`src/hdl/clsr_pkg.sv`:
```
// clsr_pkg: types, constants and the glyph table of the character display
// shadow refresh unit. No dependencies; imported by every module of the block except clsr_ram.

package clsr_pkg;

  // display geometry and timing
  localparam int unsigned MAX_COLS     = 32;
  localparam int unsigned CELLS        = 2 * MAX_COLS;
  localparam int unsigned ADDR_W       = $clog2(CELLS);
  localparam int unsigned COL_W        = $clog2(MAX_COLS);
  localparam int unsigned BLINK_PERIOD = 1024;
  localparam int unsigned BLINK_W      = $clog2(BLINK_PERIOD);

  localparam logic [7:0] SPACE    = 8'h20;
  localparam logic [7:0] CMD_ROW0 = 8'h80;
  localparam logic [7:0] CMD_ROW1 = 8'hC0;
  localparam logic [5:0] COLS_RESET = 6'd16;

  typedef enum logic [1:0] {
    OP_SET_CURSOR = 2'd0,
    OP_WRITE      = 2'd1,
    OP_CLEAR      = 2'd2,
    OP_TICK       = 2'd3
  } opcode_t;

  typedef struct packed {
    opcode_t    opcode;
    logic [7:0] char_code;
    logic [7:0] position;
    logic       blink;
  } in_item_t;

  typedef struct packed {
    logic [7:0] lcd_byte;
    logic       is_data;
    logic       last;
  } out_item_t;

  typedef enum logic [2:0] {
    ST_IDLE,
    ST_SETC,
    ST_MOD,
    ST_WRITE,
    ST_CLEAR,
    ST_TIDX,
    ST_TCMD,
    ST_TDATA
  } state_t;

  // controller to datapath
  typedef struct packed {
    logic latch_item;
    logic set_cursor;
    logic mod_step;
    logic write_cell;
    logic clear_all;
    logic tick_adv;
    logic load_cmd;
    logic load_data;
  } dp_cmd_t;

  // datapath to controller
  typedef struct packed {
    logic mod_last;
    logic need_cmd;
    logic out_free;
  } dp_sts_t;

  // translation of codes 128..255
  localparam logic [7:0] GLYPH_ROM [128] = '{
    8'd200, 8'd201, 8'd202, 8'd203, 8'd215, 8'd216, 8'd217, 8'd218,
    8'd219, 8'd220, 8'd237, 8'd253, 8'd238, 8'd239, 8'd240, 8'd241,
    8'd242, 8'd244, 8'd204, 8'd205, 8'd206, 8'd207, 8'd208, 8'd209,
    8'd210, 8'd211, 8'd212, 8'd213, 8'd214, 8'd221, 8'd222, 8'd223,
    8'd231, 8'd232, 8'd233, 8'd234, 8'd235, 8'd236, 8'd243, 8'd245,
    8'd162, 8'd246, 8'd247, 8'd248, 8'd249, 8'd250, 8'd251, 8'd252,
    8'd254, 8'd255, 8'd32,  8'd32,  8'd32,  8'd32,  8'd32,  8'd32,
    8'd181, 8'd32,  8'd32,  8'd32,  8'd32,  8'd32,  8'd32,  8'd32,
    8'd65,  8'd160, 8'd66,  8'd161, 8'd224, 8'd69,  8'd163, 8'd164,
    8'd165, 8'd166, 8'd75,  8'd167, 8'd77,  8'd72,  8'd79,  8'd168,
    8'd80,  8'd67,  8'd84,  8'd169, 8'd170, 8'd88,  8'd225, 8'd171,
    8'd172, 8'd226, 8'd173, 8'd174, 8'd98,  8'd175, 8'd176, 8'd177,
    8'd97,  8'd178, 8'd179, 8'd180, 8'd227, 8'd101, 8'd182, 8'd183,
    8'd184, 8'd185, 8'd186, 8'd187, 8'd188, 8'd189, 8'd111, 8'd190,
    8'd112, 8'd99,  8'd191, 8'd121, 8'd228, 8'd120, 8'd229, 8'd192,
    8'd193, 8'd230, 8'd194, 8'd195, 8'd196, 8'd197, 8'd198, 8'd199
  };

endpackage

```
`src/hdl/char_lcd_shadow_refresh_unit.sv`:
```
// char_lcd_shadow_refresh_unit: two-row character display shadow with blink
// masks and cell-by-cell refresh. A write runs the radix-4 cursor modulo unit
// first; a tick advances the refresh index, then loads a data beat, after a
// row-start command beat where needed; output stalls hold those beats. One item in
// flight; the next is taken while the last beat sits in the output register.
// Reset is synchronous; the store reads as spaces at once through valid bits.

module char_lcd_shadow_refresh_unit (
  input  logic                clk,
  input  logic                rst_n,
  input  logic                in_valid,
  output logic                in_ready,
  input  clsr_pkg::in_item_t  in_data,
  output logic                out_valid,
  input  logic                out_ready,
  output clsr_pkg::out_item_t out_data,
  input  logic                cfg_we,
  input  logic [5:0]          cfg_wdata
);
  import clsr_pkg::*;

  dp_cmd_t cmd;
  dp_sts_t sts;

  clsr_ctrl u_ctrl (
    .clk      (clk),
    .rst_n    (rst_n),
    .in_valid (in_valid),
    .in_ready (in_ready),
    .in_opcode(in_data.opcode),
    .sts      (sts),
    .cmd      (cmd)
  );

  clsr_datapath u_dp (
    .clk      (clk),
    .rst_n    (rst_n),
    .cmd      (cmd),
    .sts      (sts),
    .in_data  (in_data),
    .cfg_we   (cfg_we),
    .cfg_wdata(cfg_wdata),
    .out_valid(out_valid),
    .out_ready(out_ready),
    .out_data (out_data)
  );

  // an accepted item makes the block busy in the next cycle
  a_busy_after_accept: assert property (@(posedge clk) disable iff (!rst_n)
    (in_valid && in_ready) |=> !in_ready)
    else $error("input taken again right after an accept");

  // a command beat is never a final beat and is a row address
  a_cmd_shape: assert property (@(posedge clk) disable iff (!rst_n)
    (out_valid && !out_data.is_data) |->
      (!out_data.last && (out_data.lcd_byte == CMD_ROW0 || out_data.lcd_byte == CMD_ROW1)))
    else $error("malformed command beat");

  // a pending command beat means the tick is unfinished
  a_cmd_blocks_input: assert property (@(posedge clk) disable iff (!rst_n)
    (out_valid && !out_data.is_data) |-> !in_ready)
    else $error("input open while a tick is mid-way");

  // a command beat is followed by data, never by another command
  a_cmd_then_data: assert property (@(posedge clk) disable iff (!rst_n)
    (out_valid && out_ready && !out_data.is_data) |=> (!out_valid || out_data.is_data))
    else $error("two command beats in a row");

endmodule

```
`src/hdl/clsr_ram.sv`:
```
// clsr_ram: generic single-write, single-read RAM with registered read data.
// No dependencies; holds the character store of the refresh unit.

module clsr_ram #(
  parameter int unsigned WIDTH = 8,
  parameter int unsigned DEPTH = 64,
  parameter int unsigned AW    = $clog2(DEPTH)
) (
  input  logic             clk,
  input  logic             we,
  input  logic [AW-1:0]    waddr,
  input  logic [WIDTH-1:0] wdata,
  input  logic             re,
  input  logic [AW-1:0]    raddr,
  output logic [WIDTH-1:0] rdata
);

  logic [WIDTH-1:0] mem [DEPTH];
  logic [WIDTH-1:0] rdata_r;

  // write port
  always_ff @(posedge clk) begin
    if (we) begin
      mem[waddr] <= wdata;
    end
  end

  // registered read port
  always_ff @(posedge clk) begin
    if (re) begin
      rdata_r <= mem[raddr];
    end
  end

  assign rdata = rdata_r;

endmodule

```
`src/hdl/clsr_datapath.sv`:
```
// clsr_datapath: display shadow, blink masks, cursor, refresh counters,
// modulo unit and output register. Depends on clsr_pkg and clsr_ram.

module clsr_datapath (
  input  logic                clk,
  input  logic                rst_n,
  input  clsr_pkg::dp_cmd_t   cmd,
  output clsr_pkg::dp_sts_t   sts,
  input  clsr_pkg::in_item_t  in_data,
  input  logic                cfg_we,
  input  logic [5:0]          cfg_wdata,
  output logic                out_valid,
  input  logic                out_ready,
  output clsr_pkg::out_item_t out_data
);
  import clsr_pkg::*;

  logic [5:0]          columns_r;
  in_item_t            item_r;
  logic [7:0]          cursor_r, cursor_nxt;
  logic [ADDR_W-1:0]   refresh_idx_r;
  logic [BLINK_W-1:0]  blink_cnt_r, blink_cnt_nxt;
  logic [MAX_COLS-1:0] mask_r [2];
  logic [CELLS-1:0]    valid_r;
  logic [ADDR_W-1:0]   rem_r, rem_nxt;
  logic [7:0]          div_r;
  logic [1:0]          mod_cnt_r;
  logic [ADDR_W-1:0]   idx_r, idx_nxt;
  logic                cmd_row1_r;
  logic                out_valid_r;
  out_item_t           out_r;

  logic [5:0]          cols;
  logic [6:0]          cells;
  logic [6:0]          r1, r2;
  logic [ADDR_W-1:0]   r1_red;
  logic [ADDR_W:0]     idx_inc;
  logic                idx_wrap, idx_row1;
  logic                wr_row;
  logic [COL_W-1:0]    wr_col;
  logic                rd_row;
  logic [COL_W-1:0]    rd_col;
  logic [7:0]          ram_q, ch_raw, ch_rom, ch_out;
  logic                blank;
  logic                out_free;

  // effective column count, 0 acts as 1 and anything above the max as the max
  always_comb begin
    if (columns_r == 6'd0) begin
      cols = 6'd1;
    end else if (columns_r > 6'(MAX_COLS)) begin
      cols = 6'(MAX_COLS);
    end else begin
      cols = columns_r;
    end
  end
  assign cells = {cols, 1'b0};

  // cursor mod cells, two restoring steps per cycle
  always_comb begin
    r1     = {rem_r, div_r[7]};
    r1_red = (r1 >= cells) ? ADDR_W'(r1 - cells) : r1[ADDR_W-1:0];
    r2     = {r1_red, div_r[6]};
    rem_nxt = (r2 >= cells) ? ADDR_W'(r2 - cells) : r2[ADDR_W-1:0];
  end

  // row and column of the written cell
  assign wr_row     = (rem_r >= cols);
  assign wr_col     = wr_row ? COL_W'(rem_r - cols) : rem_r[COL_W-1:0];
  assign cursor_nxt = 8'({2'b00, rem_r} + 8'd1);

  // next refresh index and row-start commands
  assign idx_inc  = {1'b0, refresh_idx_r} + 7'd1;
  assign idx_wrap = (idx_inc >= cells);
  assign idx_nxt  = idx_wrap ? '0 : idx_inc[ADDR_W-1:0];
  assign idx_row1 = (idx_nxt == cols);
  assign blink_cnt_nxt = (blink_cnt_r == BLINK_W'(BLINK_PERIOD - 1)) ? '0
                                                                     : blink_cnt_r + 1'b1;

  // character for the refreshed cell
  assign rd_row = (idx_r >= cols);
  assign rd_col = rd_row ? COL_W'(idx_r - cols) : idx_r[COL_W-1:0];
  assign ch_raw = valid_r[idx_r] ? ram_q : SPACE;
  assign ch_rom = ch_raw[7] ? GLYPH_ROM[ch_raw[6:0]] : ch_raw;
  assign blank  = mask_r[rd_row][rd_col] && (blink_cnt_r < BLINK_W'(BLINK_PERIOD / 2));
  assign ch_out = blank ? SPACE : ch_rom;

  assign out_free = !out_valid_r || out_ready;

  // configuration register
  always_ff @(posedge clk) begin
    if (!rst_n) begin
      columns_r <= COLS_RESET;
    end else if (cfg_we) begin
      columns_r <= cfg_wdata;
    end
  end

  // item latch and modulo unit
  always_ff @(posedge clk) begin
    if (cmd.latch_item) begin
      item_r <= in_data;
      rem_r  <= '0;
      div_r  <= cursor_r;
    end else if (cmd.mod_step) begin
      rem_r  <= rem_nxt;
      div_r  <= {div_r[5:0], 2'b00};
    end
  end

  always_ff @(posedge clk) begin
    if (!rst_n) begin
      mod_cnt_r <= '0;
    end else if (cmd.latch_item) begin
      mod_cnt_r <= '0;
    end else if (cmd.mod_step) begin
      mod_cnt_r <= mod_cnt_r + 1'b1;
    end
  end

  // cursor, masks and valid bits
  always_ff @(posedge clk) begin
    if (!rst_n) begin
      cursor_r  <= '0;
      mask_r[0] <= '0;
      mask_r[1] <= '0;
      valid_r   <= '0;
    end else if (cmd.clear_all) begin
      cursor_r  <= '0;
      mask_r[0] <= '0;
      mask_r[1] <= '0;
      valid_r   <= '0;
    end else if (cmd.set_cursor) begin
      cursor_r <= item_r.position;
    end else if (cmd.write_cell) begin
      cursor_r               <= cursor_nxt;
      mask_r[wr_row][wr_col] <= item_r.blink;
      valid_r[rem_r]         <= 1'b1;
    end
  end

  // refresh index and blink counter
  always_ff @(posedge clk) begin
    if (!rst_n) begin
      refresh_idx_r <= '0;
      blink_cnt_r   <= '0;
    end else if (cmd.tick_adv) begin
      refresh_idx_r <= idx_nxt;
      blink_cnt_r   <= blink_cnt_nxt;
    end
  end

  always_ff @(posedge clk) begin
    if (cmd.tick_adv) begin
      idx_r      <= idx_nxt;
      cmd_row1_r <= idx_row1;
    end
  end

  // character store
  clsr_ram #(
    .WIDTH(8),
    .DEPTH(CELLS)
  ) u_store (
    .clk  (clk),
    .we   (cmd.write_cell),
    .waddr(rem_r),
    .wdata(item_r.char_code),
    .re   (cmd.tick_adv),
    .raddr(idx_nxt),
    .rdata(ram_q)
  );

  // output register
  always_ff @(posedge clk) begin
    if (!rst_n) begin
      out_valid_r <= 1'b0;
    end else if (cmd.load_cmd || cmd.load_data) begin
      out_valid_r <= 1'b1;
    end else if (out_ready) begin
      out_valid_r <= 1'b0;
    end
  end

  always_ff @(posedge clk) begin
    if (cmd.load_cmd) begin
      out_r.lcd_byte <= cmd_row1_r ? CMD_ROW1 : CMD_ROW0;
      out_r.is_data  <= 1'b0;
      out_r.last     <= 1'b0;
    end else if (cmd.load_data) begin
      out_r.lcd_byte <= ch_out;
      out_r.is_data  <= 1'b1;
      out_r.last     <= 1'b1;
    end
  end

  assign out_valid = out_valid_r;
  assign out_data  = out_r;

  // status back to the controller
  assign sts.mod_last = (mod_cnt_r == 2'd3);
  assign sts.need_cmd = idx_wrap || idx_row1;
  assign sts.out_free = out_free;

endmodule

```
`src/hdl/clsr_ctrl.sv`:
```
// clsr_ctrl: sequencing state machine of the refresh unit, one item at a time.
// Depends on clsr_pkg; drives the command struct of clsr_datapath.

module clsr_ctrl (
  input  logic              clk,
  input  logic              rst_n,
  input  logic              in_valid,
  output logic              in_ready,
  input  clsr_pkg::opcode_t in_opcode,
  input  clsr_pkg::dp_sts_t sts,
  output clsr_pkg::dp_cmd_t cmd
);
  import clsr_pkg::*;

  state_t state_r, state_nxt;

  always_ff @(posedge clk) begin
    if (!rst_n) begin
      state_r <= ST_IDLE;
    end else begin
      state_r <= state_nxt;
    end
  end

  // next state
  always_comb begin
    state_nxt = state_r;
    unique case (state_r)
      ST_IDLE: begin
        if (in_valid) begin
          unique case (in_opcode)
            OP_SET_CURSOR: state_nxt = ST_SETC;
            OP_WRITE:      state_nxt = ST_MOD;
            OP_CLEAR:      state_nxt = ST_CLEAR;
            OP_TICK:       state_nxt = ST_TIDX;
            default:       state_nxt = ST_IDLE;
          endcase
        end
      end
      ST_SETC:  state_nxt = ST_IDLE;
      ST_MOD: begin
        if (sts.mod_last) begin
          state_nxt = ST_WRITE;
        end
      end
      ST_WRITE: state_nxt = ST_IDLE;
      ST_CLEAR: state_nxt = ST_IDLE;
      ST_TIDX:  state_nxt = sts.need_cmd ? ST_TCMD : ST_TDATA;
      ST_TCMD: begin
        if (sts.out_free) begin
          state_nxt = ST_TDATA;
        end
      end
      ST_TDATA: begin
        if (sts.out_free) begin
          state_nxt = ST_IDLE;
        end
      end
      default:  state_nxt = ST_IDLE;
    endcase
  end

  // outputs
  always_comb begin
    cmd      = '0;
    in_ready = 1'b0;
    unique case (state_r)
      ST_IDLE: begin
        in_ready       = 1'b1;
        cmd.latch_item = in_valid;
      end
      ST_SETC:  cmd.set_cursor = 1'b1;
      ST_MOD:   cmd.mod_step   = 1'b1;
      ST_WRITE: cmd.write_cell = 1'b1;
      ST_CLEAR: cmd.clear_all  = 1'b1;
      ST_TIDX:  cmd.tick_adv   = 1'b1;
      ST_TCMD:  cmd.load_cmd   = sts.out_free;
      ST_TDATA: cmd.load_data  = sts.out_free;
      default:  cmd = '0;
    endcase
  end

endmodule
```
`config.mk`:
```
export PLATFORM = sky130hd
export DESIGN_NAME = char_lcd_shadow_refresh_unit
export DESIGN_NICKNAME = d
export VERILOG_FILES = /design/src/hdl/clsr_pkg.sv /design/src/hdl/char_lcd_shadow_refresh_unit.sv /design/src/hdl/clsr_ram.sv /design/src/hdl/clsr_datapath.sv /design/src/hdl/clsr_ctrl.sv
export SDC_FILE = /design/constraint.sdc
export NUM_CORES = 1
export LEC_CHECK = 0
export BUFFER_PORTS_ARGS = -buffer_cell sky130_fd_sc_hd__buf_4
export CAP_MARGIN = 20
export CORE_UTILIZATION = 40
export DETAILED_ROUTE_END_ITERATION = 6
export GPL_TIMING_DRIVEN = 1
export HOLD_SLACK_MARGIN = 0.06
export SLEW_MARGIN = 5
export SYNTH_ARGS = -nofsm -noshare
export SYNTH_HDL_FRONTEND = slang
export SYNTH_SLANG_ARGS = --single-unit
```
`constraint.sdc`:
```
create_clock -name clk -period 5.3 [get_ports clk]
set_input_delay 1.06 -clock clk [delete_from_list [all_inputs] [get_ports clk]]
set_output_delay 1.06 -clock clk [all_outputs]
set_load 0.05 [all_outputs]
```
==> load_flow_metrics.sql, run 1 <==
INSERT INTO impl_metrics (metric_group, metric, value, unit) VALUES
('place', 'routabilityCongestion', '0.907', ''),
('clocking', 'clock_tree.root_cell', 'sky130_fd_sc_hd__clkbuf_16', ''),
('logic_synthesis', 'synth-edff-count', '624', ''),
('floorplan', 'design.portCount', '42', ''),
('floorplan', 'fp.dieArea', '82100', 'um2'),
('power_and_ir_drop', 'power.switching', '4.47', 'mW'),
('drt', 'average_wire_per_cell_in_the_routed_design', '23.0', 'um'),
('floorplan', 'die_width', '286', 'um'),
('setup_path', 'r2r_start', 'u_dp.columns_r[1]', ''),
('place', 'placement.io_buffers', '41', ''),
('floorplan', 'core_rows', '103', ''),
('global_routing', 'grt_start_max_net_pins', '156', ''),
('worst_hold_path', 'timing.hold.worst_endpoint', 'u_dp.cursor_r[4]', ''),
('logic_synthesis', 'yosysSeqAreaShare', '0.645', ''),
('logic_synthesis', 'synth-seq-cells', '731', ''),
('global_routing', 'grt_pass1_vias', '22100', ''),
('logic_synthesis', 'synth_cell_types', '87', ''),
('clocking', 'clock_sinks', '731', ''),
('logic_synthesis', 'synth_area_per_cell', '11.7', 'um2'),
('final_layout', 'area_growth_syn_to_layout', '12.3', '%'),
('floorplan', 'floorplan.core_area', '79500', 'um2'),
('worst_hold_path', 'timing.hold.worst.class', 'reg2reg', ''),
('sta', 'period_minus_ws_final', '4.87', 'ns'),
('clocking', 'worst_setup_hold_path_clk_slew', '0.06', 'ns'),
('power_and_ir_drop', 'irDropWorstVdd', '0.000515', 'V'),
('sta', 'maxClockFrequency', '205', 'MHz'),
('setup_path', 'path_max_fanout', '5', ''),
('floorplan', 'die_height', '286', 'um'),
('setup_path', 'critPathLaunchType', 'flop', ''),
('clocking', 'postCtsSetupBuffers', '0', ''),
('clocking', 'cts_made_buffers', '78', ''),
('sta', 'period_share', '0.919', ''),
('setup_path', 'ff2ff_setup_slack', '0.43', 'ns'),
('sta', 'max_slew.worst_pin.slew', '1.14', 'ns'),
('logic_synthesis', 'synthesis.yosys.warnings', '0', ''),
('clocking', 'clock_insertion_delay_worst_skew', '0.63', 'ns'),
('run_status', 'outcome', 'finished clean', ''),
('setup_path', 'setup.worst_path.class', 'reg2reg', ''),
('final_layout', 'drive_above_1_share', '0.0937', ''),
('drt', 'via_count', '22500', ''),
('global_routing', 'grtUsageTotal', '0.216', ''),
('setup_path', 'cp.arrival', '5.37', 'ns'),
('drt', 'dr.pass1.iters', '6', ''),
('clocking', 'clock_tree_from_tritoncts', 'built', ''),
('setup_path', 'critPathMostFrequentCell', 'sky130_fd_sc_hd__a21oi_1', ''),
('sta', 'hold_viol_final', '0', ''),
('run', 'max-cap-violations', '0', ''),
('place', 'hpwlAfterDp', '56300', 'um'),
('sta', 'final_setup_violating_endpoints', '0', ''),
('drt', 'detail-route-antenna-nets', '0', ''),
('floorplan', 'initial_core_util', '0.407', ''),
('setup_path', 'critical_path_required', '5.80', 'ns'),
('final_layout', 'final_nets', '2834', ''),
('sta', 'final.setup.tns', '0', 'ns'),
('global_routing', 'wire_length_of_the_first_global_routing_pass', '136000', 'um'),
('sta', 'worst_clock_skew', '0.0302', 'ns'),
('setup_path', 'critical-path-max-stage-delay', '0.41', 'ns'),
('worst_hold_path', 'hold_wc_startpoint', 'u_dp.cursor_r[4]', ''),
('setup_path', 'worstPathCellList', 'nor4_1 > nor2_1 > nor2_1 > ha_1 > inv_1 > fa_1 > a21o_1 > a21oi_1 > o21bai_1 > a221oi_4 > mux2_2 > ha_1 > a21o_1 > a21oi_1 > o21ai_0 > a21o_1 > a21oi_1 > buf_4 > nor2_1 > a21oi_1 > o21ai_0', ''),
('worst_hold_path', 'worst_hold_path.num_cells', '2', ''),
('setup_path', 'cp_top_family', 'compound AO/OA/AOI/OAI gates', ''),
('setup_path', 'cp.buffers_inverters', '2', ''),
('logic_synthesis', 'syn_area', '32400', 'um2'),
('final_layout', 'fillerInstances', '7165', ''),
('setup_path', 'critical_path.endpoint_type', 'flop', ''),
('global_routing', 'grt_overflow', '0', ''),
('clocking', 'h_tree_lvl_count', '3', ''),
('setup_path', 'cp_slowest_cell', 'sky130_fd_sc_hd__fa_1', ''),
('setup_path', 'worstRegToRegCells', '21', ''),
('sta', 'rsz0062_at_grt', 'false', ''),
('logic_synthesis', 'syn_nets', '2846', '');
==> routing by layer <==
layer  up-vias  routed length [um]  GRT usage
li1      10300                   -          -
met3       162                6410     0.0311
met1     11200               38100      0.299
met2       933               42000      0.349
met4         0                2620     0.0750
met5         -                   0          0
==> metrics by stage <==
stage                     hold slack, ns  area (um2)  std cells  power, mW  setup slack [ns]
after floorplan                    0.432       32400       2770       8.91             0.601
after global placement             0.444       33600       3727       9.81             0.505
after detailed placement           0.450       33700       3728       9.88             0.493
after CTS                          0.458       36300       3869       15.5             0.474
after global routing               0.473       36300       3869       16.0            0.0937
final                              0.458       36300       3870       15.5             0.427
==> flip-flops by register name (all words and copies together), names as in the netlist <==
signal              cells
u_dp.u_store.mem      512
u_dp.mask_r            64
u_dp.valid_r           64
u_dp.item_r            17
u_dp.blink_cnt_r       10
u_dp.out_data           9
u_dp.cursor_r           8
u_dp.div_r              8
u_dp.u_store.rdata      8
u_dp.columns_r          6
u_dp.idx_r              6
u_dp.refresh_idx_r      6
u_dp.rem_r              6
u_ctrl.state_r          3
u_dp.mod_cnt_r          2
u_dp.cmd_row1_r         1
u_dp.out_valid          1
==> cell usage after synthesis, drive strengths merged (14+ instances only) <==
master    n  area, um2
clkbuf  111        417
nor2b    20        125
a31oi    32        200
o211ai   25        188
a311o    17        170
nand3    46        235
o221ai   27        236
o32ai    18        158
a22oi    14        105
dfxtp   107       2140
mux4     16        372
a211oi   14        110
inv      35        131
nor2    491       1860
buf      74        408
and3     31        194
nor3     56        290
ha       43        538
nand2   245        922
a21oi   124        624
edfxtp  624      18700
o22ai    56        350
mux2i    81        811
o31ai    16        120
o21ai   254       1270
xnor2    22        193
==> placed cells by master (no fill, tap or decap), drive strengths merged, types with 8 or more instances in the layout <==
cell    instances
a211oi         14
a21o            8
a21oi         124
a22oi          14
a311o          17
a311oi          9
a31oi          32
and2           12
and3           31
buf            93
bufinv         12
clkbuf         98
clkinv         32
dfxtp         107
edfxtp        624
ha             43
inv            38
mux2i          81
mux4           16
nand2         245
nand3          46
nand4          13
nor2          491
nor2b          20
nor3           56
nor4           10
o211ai         25
o21ai         254
o221a           8
o221ai         27
o22a            9
o22ai          56
o311a          10
o31ai          16
o32ai          18
or3            12
xnor2          22
xor2           10
==> cell families after synthesis <==
| family | synth area share |
|---|---|
| simple gates | 0.125 |
| xor+xnor | 0.00924 |
| flops | 0.645 |
| buf+inv | 0.0302 |
| compound gates | 0.134 |
| mux | 0.0386 |
| fa+ha+maj | 0.0185 |
==> final cells by class <==
type	instances	area, um2	area share
well taps	1050	1310	0.0361
inverters	41	156	0.00430
clock inverters	43	583	0.0160
multi-input cells	1813	10500	0.290
diodes	1	2.50	0.0000689
clock buffers	98	2090	0.0574
repair buffers	93	781	0.0215
flip-flops and latches	731	20900	0.575
==> tightest hold or removal path: cells and delay by family, from the launching register on <==
family / cells / cell delay (ns)
simple gates: 1 / 0.05
compound gates: 1 / 0.05
flops: 1 / 0.30
==> power groups by stage <==
stage	registers, mW	logic (mW)	clock network [mW]
6_report	6.99	2.83	5.66
5_1_grt	7.01	3.07	5.95
4_1_cts	6.98	2.79	5.75
3_5_place_dp	7.10	2.78	0
3_3_place_gp	7.11	2.71	0
2_1_floorplan	7.20	1.71	0
==> worst max-delay path by stage <==
stage               slack, ns       endpoint               from  cells past startpoint
floorplan                0.60  u_dp.rem_r[2]  u_dp.columns_r[1]                     19
CTS                      0.47  u_dp.rem_r[5]  u_dp.columns_r[1]                     21
finish                   0.43  u_dp.rem_r[1]  u_dp.columns_r[1]                     21
global placement         0.51  u_dp.rem_r[1]  u_dp.columns_r[1]                     21
detailed placement       0.49  u_dp.rem_r[5]  u_dp.columns_r[1]                     21
global route             0.09  u_dp.rem_r[5]  u_dp.columns_r[1]                     21
Note: power is estimated with default switching activity, not from simulation.
==> run 2, diff against run 1 <==
- PLACE_DENSITY: unset -> 0.65
==> run 2 against run 1 <==
Compared with the run above:
- final area is essentially flat
- largest power group unchanged
- count of clock-buffer cells in the layout down 2
- die area unchanged
- register-to-register slack got worse by 0.13 ns
==> load_flow_metrics.sql, run 2 (synthesis results as in run 1) <==
INSERT INTO impl_metrics (metric_group, metric, value, unit) VALUES
('run_status', 'outcome', 'finished clean', ''),
('setup_path', 'r2r_start', 'u_dp.idx_r[2]', ''),
('floorplan', 'die_width', '286', 'um'),
('drt', 'drc', '0', ''),
('floorplan', 'design.portCount', '42', ''),
('drt', 'route.final.wire_length', '89400', 'um'),
('setup_path', 'worstPathCellList', 'nor2b_1 > a22oi_1 > nand3_1 > nand4_1 > nor2_4 > nor2_2 > nand2_1 > inv_1 > ha_1 > nor2_1 > nor3_1 > a21oi_1 > o21ai_0 > o21ai_0 > nand4_1 > o211ai_1 > and3_1', ''),
('sta', 'period_minus_ws_final', '5.00', 'ns'),
('sta', 'final.setup.tns', '0', 'ns'),
('clocking', 'clock_sinks', '731', ''),
('sta', 'rsz0062_at_grt', 'false', ''),
('final_layout', 'final_nets', '2836', ''),
('setup_path', 'path_max_fanout', '12', ''),
('clocking', 'clock_tree_from_tritoncts', 'built', ''),
('final_layout', 'area_growth_syn_to_layout', '12.2', '%'),
('final_layout', 'registers.top_by_ff_count', 'u_dp.u_store.mem', ''),
('sta', 'setup_ws', '0.296', 'ns'),
('clocking', 'cts_buffer_depth', '3', ''),
('drt', 'first_iter_violations', '2628', ''),
('power_and_ir_drop', 'power.switching', '4.48', 'mW'),
('power_and_ir_drop', 'power_frac_comb', '0.184', ''),
('final_layout', 'most-common-layout-cells', 'sky130_fd_sc_hd__edfxtp_1, sky130_fd_sc_hd__nor2_1, sky130_fd_sc_hd__o21ai_0', ''),
('sta', 'final.hold.worst_slack', '0.459', 'ns'),
('drt', 'dr.pass1.iters', '6', ''),
('sta', 'final_setup_violating_endpoints', '0', ''),
('final_layout', 'finish.instance_area', '36300', 'um2'),
('power_and_ir_drop', 'power.share.switching', '0.291', ''),
('power_and_ir_drop', 'p_clk_frac', '0.362', ''),
('power_and_ir_drop', 'power_per_cell_area', '425', 'nW/um2'),
('power_and_ir_drop', 'design_power_total', '15.4', 'mW'),
('place', 'placement.io_buffers', '41', ''),
('global_routing', 'grt_start_max_net_pins', '155', ''),
('clocking', 'postCtsSetupBuffers', '0', ''),
('power_and_ir_drop', 'power_frac_seq', '0.454', ''),
('sta', 'hold_viol_final', '0', ''),
('final_layout', 'drive_above_1_share', '0.0957', ''),
('final_layout', 'largest_register_ff_count', '512', ''),
('clocking', 'worst_setup_hold_path_clk_slew', '0.06', 'ns'),
('setup_path', 'cp_top_family', 'simple AND/OR/NAND/NOR gates', ''),
('floorplan', 'initial_core_util', '0.407', ''),
('clocking', 'h_tree_lvl_count', '3', ''),
('sta', 'max_slew_margin', '0.279', ''),
('global_routing', 'grtUsageTotal', '0.215', ''),
('power_and_ir_drop', 'p_leak', '12.1', 'nW'),
('clocking', 'cts.repair.resized', '0', ''),
('global_routing', 'wire_length_of_the_first_global_routing_pass', '135000', 'um'),
('drt', 'via_count', '22900', ''),
('setup_path', 'cp.buffers_inverters', '1', ''),
('clocking', 'clock_tree.root_cell', 'sky130_fd_sc_hd__clkbuf_16', ''),
('global_routing', 'grt_overflow', '0', ''),
('run', 'max-cap-violations', '0', ''),
('sta', 'maxClockFrequency', '200', 'MHz'),
('final_layout', 'reg.largest.list', 'u_dp.u_store.mem (512), u_dp.mask_r (64), u_dp.valid_r (64)', ''),
('floorplan', 'fp.dieArea', '82100', 'um2'),
('sta', 'worst_clock_skew', '0.0230', 'ns'),
('setup_path', 'critical-path-max-stage-delay', '0.81', 'ns'),
('place', 'placed_cells_incl_taps', '3733', ''),
('setup_path', 'critical_path.endpoint_type', 'flop', ''),
('final_layout', 'final_core_util', '0.457', ''),
('sta', 'report.final.slew_viol_count', '0', ''),
('global_routing', 'grt_pass1_vias', '22300', ''),
('final_layout', 'layout.cells.most_common', 'sky130_fd_sc_hd__edfxtp_1', ''),
('setup_path', 'path_depth', '17', ''),
('setup_path', 'reg_to_reg_endpoint', 'u_dp.out_data[3]', ''),
('floorplan', 'core_rows', '103', ''),
('setup_path', 'cp_slowest_cell', 'sky130_fd_sc_hd__nor2b_1', ''),
('place', 'routabilityCongestion', '0.950', ''),
('clocking', 'cts_made_buffers', '74', ''),
('global_routing', 'grt_antenna_before_repair', '1', ''),
('final_layout', 'ff_latch_area', '20900', 'um2'),
('power_and_ir_drop', 'irDropWorstVdd', '0.000395', 'V'),
('power_and_ir_drop', 'intPower', '10.9', 'mW'),
('drt', 'average_wire_per_cell_in_the_routed_design', '23.1', 'um'),
('worst_hold_path', 'timing.hold.worst.class', 'reg2reg', ''),
('final_layout', 'area_occupied_by_multi_input_gates', '10500', 'um2'),
('setup_path', 'startpoint', 'u_dp.idx_r[2]', ''),
('clocking', 'postCtsHoldBufs', '0', ''),
('setup_path', 'setup.worst_path.class', 'reg2reg', ''),
('floorplan', 'floorplan.core_area', '79500', 'um2'),
('setup_path', 'critPathLaunchType', 'flop', ''),
('sta', 'period_share', '0.944', ''),
('place', 'placement.setup.worst_slack', '0.338', 'ns'),
('clocking', 'clock_insertion_delay_worst_skew', '0.64', 'ns'),
('final_layout', 'insertedDiodeCount', '0', ''),
('setup_path', 'cp.arrival', '5.38', 'ns'),
('place', 'total_cell_area_at_the_placement_stage', '33700', 'um2'),
('final_layout', 'fillerInstances', '7052', ''),
('setup_path', 'worstRegToRegCells', '17', ''),
('final_layout', 'layoutNonFillerInstCount', '3871', ''),
('floorplan', 'die_height', '286', 'um'),
('place', 'hpwlAfterDp', '55400', 'um'),
('setup_path', 'ff2ff_setup_slack', '0.30', 'ns'),
('drt', 'routed_via_density', '5.92', ''),
('setup_path', 'endpoint_of_the_worst_setup_timing_path', 'u_dp.out_data[3]', ''),
('setup_path', 'critical_path_required', '5.68', 'ns'),
('sta', 'max_slew.worst_pin.slew', '1.08', 'ns'),
('drt', 'detail-route-antenna-nets', '0', '');
## run 2: changes by cell type in the layout (fill, tap and decap cells not counted), moves of 2 or more
cell                         before  now
sky130_fd_sc_hd__buf_4           87   95
sky130_fd_sc_hd__clkbuf_1        14   12
sky130_fd_sc_hd__clkbuf_16       78   75
sky130_fd_sc_hd__clkbuf_4         0    2
sky130_fd_sc_hd__clkinv_1        18   16
sky130_fd_sc_hd__clkinvlp_4       2    4
sky130_fd_sc_hd__inv_16           1    3
## run 2: worst min-delay path by stage
stage	startpoint	to	slack (ns)	cells after the start
global placement	u_dp.mod_cnt_r[1]	u_dp.mod_cnt_r[1]	0.44	2
floorplan	u_dp.cursor_r[7]	u_dp.cursor_r[7]	0.43	2
finish	u_dp.cursor_r[4]	u_dp.cursor_r[4]	0.46	2
detailed placement	u_dp.cursor_r[4]	u_dp.cursor_r[4]	0.45	2
CTS	u_dp.cursor_r[4]	u_dp.cursor_r[4]	0.46	2
global route	u_dp.cursor_r[4]	u_dp.cursor_r[4]	0.48	2
## run 2: worst reg2reg max path: stages (launching register included)
cell and delay (ns):
sky130_fd_sc_hd__edfxtp_1 0.72, sky130_fd_sc_hd__nor2b_1 0.81, sky130_fd_sc_hd__a22oi_1 0.24, sky130_fd_sc_hd__nand3_1 0.16
sky130_fd_sc_hd__nand4_1 0.26, sky130_fd_sc_hd__nor2_4 0.36, sky130_fd_sc_hd__nor2_2 0.14, sky130_fd_sc_hd__nand2_1 0.32
sky130_fd_sc_hd__inv_1 0.19, sky130_fd_sc_hd__ha_1 0.45, sky130_fd_sc_hd__nor2_1 0.12, sky130_fd_sc_hd__nor3_1 0.23
sky130_fd_sc_hd__a21oi_1 0.06, sky130_fd_sc_hd__o21ai_0 0.15, sky130_fd_sc_hd__o21ai_0 0.10, sky130_fd_sc_hd__nand4_1 0.14
sky130_fd_sc_hd__o211ai_1 0.11, sky130_fd_sc_hd__and3_1 0.20
## run 2: power groups by stage
stage                     sequential (mW)  combinational, mW  clock, mW
after floorplan                      7.20               1.71          0
after global placement               7.11               2.69          0
after detailed placement             7.12               2.77          0
after CTS                            7.00               2.78       5.67
after global routing                 7.03               3.04       5.88
final                                7.00               2.83       5.59
## run 2: layout make-up
type                    count  share of cell area
flip-flops and latches    731               0.575
multi-input cells        1813               0.290
clock buffers              96              0.0560
well taps                1050              0.0362
repair buffers             99              0.0218
clock inverters            41              0.0163
inverters                  41             0.00431
## run 2: layer usage
| metal | vias up | track usage | routed length [um] |
|---|---|---|---|
| met3 | 198 | 0.0351 | 7430 |
| met2 | 1086 | 0.346 | 42200 |
| met5 | - | 0 | 11 |
| met4 | 2 | 0.0783 | 2900 |
| li1 | 10300 | - | - |
| met1 | 11400 | 0.293 | 36900 |
